===== config.mk =====
export PLATFORM = sky130hd
export DESIGN_NAME = frsc_ctrl
export DESIGN_NICKNAME = d
export VERILOG_FILES = /design/src/rtl/frsc_pkg.sv /design/src/rtl/frsc_ctrl.sv
export SDC_FILE = /design/constraint.sdc
export NUM_CORES = 1
export LEC_CHECK = 0
export BUFFER_PORTS_ARGS = -buffer_cell sky130_fd_sc_hd__buf_2
export CAP_MARGIN = 20
export CORE_UTILIZATION = 41
export CTS_CLUSTER_SIZE = 28
export DETAILED_ROUTE_END_ITERATION = 8
export GPL_ROUTABILITY_DRIVEN = 0
export PLACE_DENSITY_LB_ADDON = 0.08
export SETUP_SLACK_MARGIN = 0.1
export SYNTH_ARGS = -nofsm -noshare
export SYNTH_HDL_FRONTEND = slang
export SYNTH_SLANG_ARGS = --single-unit

===== constraint.sdc =====
create_clock -name clk_i -period 1.8 [get_ports clk_i]
set_input_delay 0.18 -clock clk_i [delete_from_list [all_inputs] [get_ports clk_i]]
set_output_delay 0.18 -clock clk_i [all_outputs]
set_load 0.05 [all_outputs]

===== src/rtl/frsc_pkg.sv =====
`default_nettype none
// ----------------------------------------------------------------------------
// frsc_pkg
// Shared types, codes and helpers of the FIFO-replacement session cache.
// ----------------------------------------------------------------------------
package frsc_pkg;

  localparam int unsigned EntriesDef    = 256;
  localparam int unsigned KeyBytesDef   = 64;
  localparam int unsigned ValueBytesDef = 512;

  localparam logic [1:0] OpStore    = 2'd0;
  localparam logic [1:0] OpRetrieve = 2'd1;
  localparam logic [1:0] OpRemove   = 2'd2;

  typedef enum logic [2:0] {
    StStored   = 3'd0,
    StTooLong  = 3'd1,
    StHit      = 3'd2,
    StMiss     = 3'd3,
    StRemoved  = 3'd4,
    StNotFound = 3'd5
  } status_e;

  typedef struct packed {
    logic    gather;
    logic    flush;
    logic    slot_clr;
    logic    slot_inc;
    logic    word_clr;
    logic    word_inc;
    logic    len_rd;
    logic    len_wr;
    logic    len_zero;
    logic    key_rd;
    logic    copy_rd;
    logic    wp_inc;
    logic    val_rd;
    logic    emit;
    logic    resp;
    status_e status;
    logic    cnt_clr;
  } cmd_t;

  typedef struct packed {
    logic too_long;
    logic copy_zero;
    logic copy_last;
    logic slot_last;
    logic klen_eq;
    logic kwords_zero;
    logic kword_last;
    logic key_eq;
    logic vword_last;
  } sts_t;

  function automatic logic [63:0] byte_mask(input logic [3:0] nb);
    logic [63:0] m;
    m = '0;
    for (int i = 0; i < 8; i++) begin
      if (4'(i) < nb) begin
        m[8*i +: 8] = 8'hFF;
      end
    end
    return m;
  endfunction

endpackage
`default_nettype wire


===== src/rtl/frsc_ctrl.sv =====
`default_nettype none
// ----------------------------------------------------------------------------
// frsc_ctrl
// Controller: gathers messages, then sequences store, search and readout.
// ----------------------------------------------------------------------------
module frsc_ctrl (
  input  wire logic           clk_i,
  input  wire logic           rst_ni,
  input  wire logic           start_i,
  input  wire logic           last_i,
  input  wire logic [1:0]     operation_i,
  output logic                busy_o,
  output frsc_pkg::cmd_t      cmd_o,
  input  wire frsc_pkg::sts_t sts_i
);

  localparam logic [3:0] S_CLEAR = 4'd0;
  localparam logic [3:0] S_IDLE  = 4'd1;
  localparam logic [3:0] S_FLUSH = 4'd2;
  localparam logic [3:0] S_COPY  = 4'd3;
  localparam logic [3:0] S_CEND  = 4'd4;
  localparam logic [3:0] S_LRD   = 4'd5;
  localparam logic [3:0] S_LCHK  = 4'd6;
  localparam logic [3:0] S_KRD   = 4'd7;
  localparam logic [3:0] S_KCMP  = 4'd8;
  localparam logic [3:0] S_NEXT  = 4'd9;
  localparam logic [3:0] S_MATCH = 4'd10;
  localparam logic [3:0] S_VRD   = 4'd11;
  localparam logic [3:0] S_VRUN  = 4'd12;
  localparam logic [3:0] S_VTAIL = 4'd13;

  logic [3:0] state_q, state_d;
  logic [1:0] op_q, op_d;

  assign busy_o = state_q != S_IDLE;

  always_comb begin
    state_d = state_q;
    op_d    = op_q;
    cmd_o   = '0;
    cmd_o.status = frsc_pkg::StStored;
    case (state_q)
      S_CLEAR: begin
        cmd_o.len_zero = 1'b1;
        if (sts_i.slot_last) begin
          cmd_o.slot_clr = 1'b1;
          state_d = S_IDLE;
        end else begin
          cmd_o.slot_inc = 1'b1;
        end
      end
      S_IDLE: begin
        cmd_o.gather = start_i;
        if (start_i && last_i) begin
          op_d    = operation_i;
          state_d = S_FLUSH;
        end
      end
      S_FLUSH: begin
        cmd_o.flush    = 1'b1;
        cmd_o.word_clr = 1'b1;
        cmd_o.slot_clr = 1'b1;
        case (op_q)
          frsc_pkg::OpStore: begin
            if (sts_i.too_long) begin
              cmd_o.resp    = 1'b1;
              cmd_o.status  = frsc_pkg::StTooLong;
              cmd_o.cnt_clr = 1'b1;
              state_d = S_IDLE;
            end else if (sts_i.copy_zero) begin
              state_d = S_CEND;
            end else begin
              state_d = S_COPY;
            end
          end
          frsc_pkg::OpRetrieve, frsc_pkg::OpRemove: begin
            state_d = S_LRD;
          end
          default: begin
            cmd_o.resp    = 1'b1;
            cmd_o.status  = frsc_pkg::StNotFound;
            cmd_o.cnt_clr = 1'b1;
            state_d = S_IDLE;
          end
        endcase
      end
      S_COPY: begin
        cmd_o.copy_rd  = 1'b1;
        cmd_o.word_inc = 1'b1;
        if (sts_i.copy_last) begin
          state_d = S_CEND;
        end
      end
      S_CEND: begin
        cmd_o.len_wr  = 1'b1;
        cmd_o.wp_inc  = 1'b1;
        cmd_o.resp    = 1'b1;
        cmd_o.status  = frsc_pkg::StStored;
        cmd_o.cnt_clr = 1'b1;
        state_d = S_IDLE;
      end
      S_LRD: begin
        cmd_o.len_rd = 1'b1;
        state_d = S_LCHK;
      end
      S_LCHK: begin
        if (!sts_i.klen_eq) begin
          state_d = S_NEXT;
        end else if (sts_i.kwords_zero) begin
          state_d = S_MATCH;
        end else begin
          state_d = S_KRD;
        end
      end
      S_KRD: begin
        cmd_o.key_rd = 1'b1;
        state_d = S_KCMP;
      end
      S_KCMP: begin
        if (!sts_i.key_eq) begin
          state_d = S_NEXT;
        end else if (sts_i.kword_last) begin
          state_d = S_MATCH;
        end else begin
          cmd_o.word_inc = 1'b1;
          state_d = S_KRD;
        end
      end
      S_NEXT: begin
        cmd_o.word_clr = 1'b1;
        if (sts_i.slot_last) begin
          cmd_o.resp    = 1'b1;
          cmd_o.status  = (op_q == frsc_pkg::OpRetrieve) ? frsc_pkg::StMiss
                                                          : frsc_pkg::StNotFound;
          cmd_o.cnt_clr = 1'b1;
          state_d = S_IDLE;
        end else begin
          cmd_o.slot_inc = 1'b1;
          state_d = S_LRD;
        end
      end
      S_MATCH: begin
        cmd_o.word_clr = 1'b1;
        if (op_q == frsc_pkg::OpRemove) begin
          cmd_o.len_zero = 1'b1;
          cmd_o.resp     = 1'b1;
          cmd_o.status   = frsc_pkg::StRemoved;
          cmd_o.cnt_clr  = 1'b1;
          state_d = S_IDLE;
        end else begin
          state_d = S_VRD;
        end
      end
      S_VRD: begin
        cmd_o.val_rd   = 1'b1;
        cmd_o.word_inc = 1'b1;
        state_d = sts_i.vword_last ? S_VTAIL : S_VRUN;
      end
      S_VRUN: begin
        cmd_o.val_rd   = 1'b1;
        cmd_o.word_inc = 1'b1;
        cmd_o.emit     = 1'b1;
        if (sts_i.vword_last) begin
          state_d = S_VTAIL;
        end
      end
      S_VTAIL: begin
        cmd_o.emit    = 1'b1;
        cmd_o.cnt_clr = 1'b1;
        state_d = S_IDLE;
      end
      default: begin
        state_d = S_IDLE;
      end
    endcase
  end

  always_ff @(posedge clk_i or negedge rst_ni) begin
    if (!rst_ni) begin
      state_q <= S_CLEAR;
      op_q    <= frsc_pkg::OpStore;
    end else begin
      state_q <= state_d;
      op_q    <= op_d;
    end
  end

  a_one_result_source: assert property (@(posedge clk_i) disable iff (!rst_ni)
    !(cmd_o.resp && cmd_o.emit))
    else $error("response and readout in the same cycle");

  a_clear_holds: assert property (@(posedge clk_i) disable iff (!rst_ni)
    (state_q == S_CLEAR && !sts_i.slot_last) |=> (state_q == S_CLEAR))
    else $error("clearing pass left early");

  a_mismatch_skips: assert property (@(posedge clk_i) disable iff (!rst_ni)
    (state_q == S_KCMP && !sts_i.key_eq) |=> (state_q == S_NEXT))
    else $error("key mismatch did not advance the search");

endmodule
`default_nettype wire


Word level (Yosys, flattened, before mapping) --
Cells that the tools add are included.
Storage, ports and cells: word-level logic and storage cells 74, output and inout port bits 20, bits in registers 6
Operators by class: muxes and demuxes 40, equal/unequal tests 20, reduce and logical (&&, ||, !) cells 12
Operators with widths (number):
- $pmux 4 s12 | 1
- $mux 4 | 9
- $eq 4x4->1 const B | 6
- $eq 4x3->1 const B | 4
- $mux 1 | 16
- $pmux 4 s4 | 1
- $mux 5 | 3
- $mux 3 | 4
- $pmux 5 s2 | 1
- $reduce_or 2->1 | 5
- $eq 4x2->1 const B | 2
- $ne 2x2->1 const B | 4
- $pmux 1 s2 | 3
- $pmux 3 s2 | 1
- $reduce_or 3->1 | 2
- $eq 4x1->1 const B | 1
- $logic_not 4->1 | 1
- $ne 4x1->1 const B | 1
- $pmux 1 s4 | 1
- $reduce_and 4->1 | 1
- $eq 2x1->1 const B | 1
- $eq 2x2->1 const B | 1
- $logic_not 2->1 | 1
- $reduce_and 2->1 | 1
- $logic_and 1x1->1 | 1

Depth between registers and ports, before layout --
depth after elaboration 4, depth in mapped cells 7

Worst setup path before layout --
Ideal clock, no wire load.
kind reg-to-output, start reg state_q[3], end out cmd_o[0] (netlist bit), stages on the path, launching flop included 8, setup slack -0.854 ns, arrival 2.474 ns, path buffers 2, required time 1.620 ns, cell sequence dfrtp_1 buf_6 or2_1 buf_6 or2_4 o21ai_2 o21bai_2 o21bai_1
RTL lines:
- from (decl) | RTL line frsc_ctrl.sv:32 | logic [3:0] state_q, state_d;
- from (signal assigned) | RTL line frsc_ctrl.sv:183 | state_q <= state_d;
- to (decl) | RTL line frsc_ctrl.sv:13 | output frsc_pkg::cmd_t cmd_o,

==> out/metrics.cfg <==
[grt]
grt_pass1_vias = 982
grt_max_degree = 18
grt-ovfl-total = 0
grt_pass1_wl_um = 4278
grt_use_met2 = 0.4849
use_met1 = 0.3394
antenna_found_initial = 0
grtUsageMet3 = 0.02264
grt_busiest_layer = met2
grt_use_total = 0.2714

[placement]
place_ws_ns = -0.02665
dp_hpwl_um = 2086
post_dp_cell_area_mm2 = 0.001212
port_buffers = 34

[worst_setup_path]
cp_slowest_cell = dfrtp_1
cp-end-kind = output port
worstPathArrival_ns = 1.76
required_ns = 1.62
worstSetupPathType = flop to output port
crit_start = state_q[3]$_DFFE_PN0P_
critPathLaunchType = flop
worstPathCellList = or2_1 -> or2_4 -> o21ai_4 -> o21bai_4 -> o21bai_4 -> buf_8
crit_top_cell = o21bai_4
max_stage_delay_ns = 0.43
critPathMaxFanout = 4
r2r-start = op_q[0]$_DFFE_PN0P_

[clocking]
clock-sinks = 6
path_clk_slew_ns = 0.05
clockRootBuffer = clkbuf_4
clk_latency_ns = 0.24
cts_tree = built
cts_buffer_depth = 2
htreeDepth = 1
cts_made_buffers = 3

[power_and_ir_drop]
powerDensity_mw_per_mm2 = 1639
irDropWorstVdd_v = 0.001341
power_mw = 2.458
leakage_nw = 0.6733

[routing]
wl_per_cell_um = 15.23
dr.pass1.iters = 4
drtIter0Drc = 33
drc = 0
via_per_inst = 5.660
vias = 1149
ant_nets = 0
drt-total-wl_um = 3091

[timing]
worstMarginPinSlew_ns = 0.5539
slew_headroom = 0.6298
fmax_ghz = 0.5158
setup_slack_ns = -0.1388
period_needed_ns = 1.939
finalClockSkew_ns = 0.005399
drv_slew = 0
setup_viol = 7
finalHoldViolations = 0
rsz0062_at_grt = yes
period_share = 1.077

[finish]
layout-drive-gt1-share = 0.5057
syn_to_final_growth_pct = 76.32
fin_nets = 198
final_area_mm2 = 0.001500
diodes = 0

[synthesis]
synth-seq-cells = 6
synth.top_cell.area_share = 0.1765
synth_area_leaders = dfrtp_1 18%, ha_1 7.4%, nor2_1 6.6%
seq_area_frac_synth = 0.1765
synth.avg_cell_area_um2 = 6.974
synth_nets = 142
yosysWarnings = 0
synth_top_area_cell = dfrtp_1
synthDistinctLibCells = 38
syn_area_um2 = 850.8
synthCells = 122

[worst_hold_path]
hp-class = input pin to flop
holdCritStartpoint = operation_i[0]

[floorplan]
start_util = 0.4337
pin_count = 35
die-width_um = 47.56
core_area_mm2 = 0.001962
die_h_um = 47.56
rows = 16
die_area_mm2 = 0.002261

[run_status]
violations = negative setup slack
status = complete, but fails checks

[job]
drv_cap = 0

==> stage by stage <==
| step | TNS, ns | hold slack [ns] | utilization | std cells |
|---|---|---|---|---|
| after global placement | 0 | 0.01284 | 0.6180 | 191 |
| after global routing | -1.025 | 0.1729 | 0.7647 | 203 |
| after detailed placement | -0.02665 | 0.01260 | 0.6180 | 191 |
| after CTS | -0.1402 | 0.1499 | 0.6964 | 199 |
| after floorplan | -0.5992 | -0.1156 | - | 122 |
| final | -0.5907 | 0.1482 | 0.7647 | 203 |
==> registers in the layout, indices dropped and copies added (netlist names) <==
register	flops
op_q	2
state_q	4
==> cells in the final DEF (no fill, tap or decap), drive strengths merged, types with 3 or more instances in the layout <==
cell | netlist | routed
buf | 6 | 59
nor2 | 15 | 15
nand2 | 13 | 13
o21ai | 7 | 7
nor2b | 6 | 6
dfrtp | 6 | 6
clkbuf | 5 | 5
nand2b | 5 | 5
a21oi | 5 | 5
inv | 5 | 5
ha | 5 | 5
nor3 | 5 | 5
nor3b | 4 | 4
nand3 | 4 | 4
a211oi | 3 | 3
o21bai | 3 | 3
nor4 | 3 | 3
==> area by class of cell <==
| class | count | area, um2 |
|---|---|---|
| clock buffers | 3 | 22.52 |
| well taps | 27 | 33.78 |
| fillers | 152 | 461.7 |
| repair buffers | 62 | 491.7 |
| inverters | 5 | 18.77 |
| multi-input cells | 100 | 782.0 |
| flip-flops and latches | 6 | 151.4 |
==> synth_stat cells <==
cell,number
xor2_1,1
clkbuf_1,5
a21boi_0,1
o21ai_0,6
nor2b_1,6
or2_4,1
a21o_1,1
and3_1,1
nor4_1,3
o211ai_1,2
nor3_1,5
buf_4,1
nand4b_1,1
nand2_1,13
nor3b_1,4
o21bai_1,2
o21ai_2,1
buf_6,3
a211oi_1,3
nand2b_1,5
a32oi_1,1
o21a_1,2
a2111oi_0,1
inv_1,5
mux2i_1,1
o22ai_1,2
a31oi_1,2
nand3_1,4
dfrtp_1,6
a21oi_1,5
nor2_1,15
o32ai_1,2
o31ai_1,1
or2_1,1
ha_1,5
o21bai_2,1
buf_2,2
nand3b_1,1
==> critical path, delay by kind of cell, from the launching register on <==
kind | cells | cell delay [ns]
AND/OR/NAND/NOR | 2 | 0.54
flip-flops | 1 | 0.43
AO/OA/AOI/OAI | 3 | 0.38
buffers and inverters | 1 | 0.16
==> report_power, final <==
part / total, mW / internal [mW] / switching, mW
clock network: 0.126 / 0.0756 / 0.0505
logic: 2.10 / 0.871 / 1.23
registers: 0.235 / 0.185 / 0.0501
==> path summary, 6_finish.rpt <==
check                                         end  slack [ns]  depth (start not counted)
setup / recovery                         cmd_o[0]       -0.14                          6
hold / removal                op_q[0]$_DFFE_PN0P_        0.15                          3
setup reg to reg           state_q[0]$_DFFE_PN0P_       -0.13                          7
hold reg to reg            state_q[3]$_DFFE_PN0P_        0.82                          3
max in group asynchronous  state_q[2]$_DFFE_PN0P_        1.34                          2
min in group asynchronous     op_q[1]$_DFFE_PN0P_        0.29                          2
==> per-layer routing <==
layer	vias to the layer above	wire, um
met1	545	1289
li1	547	-
met4	0	27
met2	51	1622
met3	6	152
met5	-	0
==> logic make-up (layout without fill, tap and decap cells) <==
logic type / after synthesis / after routing / synth area share
AO/OA/AOI/OAI: 33 / 33 / 0.2647
adder cells (fa/ha/maj): 5 / 5 / 0.07353
flip-flops: 6 / 6 / 0.1765
AND/OR/NAND/NOR: 60 / 60 / 0.3588
XOR/XNOR: 1 / 1 / 0.01030
multiplexers: 1 / 1 / 0.01177
buffers and inverters: 16 / 70 / 0.1044
==> repair_timing <==
item / 4_1_cts / 5_1_grt
gates resized for setup: 26 / 27
hold buffers: 1 / 0
endpoints found under the hold margin: 6 / 0
buffers inserted: 4 / 4
pin swaps: 2 / 6
endpoints found under the setup margin: 11 / 18
No activity file was read; power rests on OpenSTA's default activity.
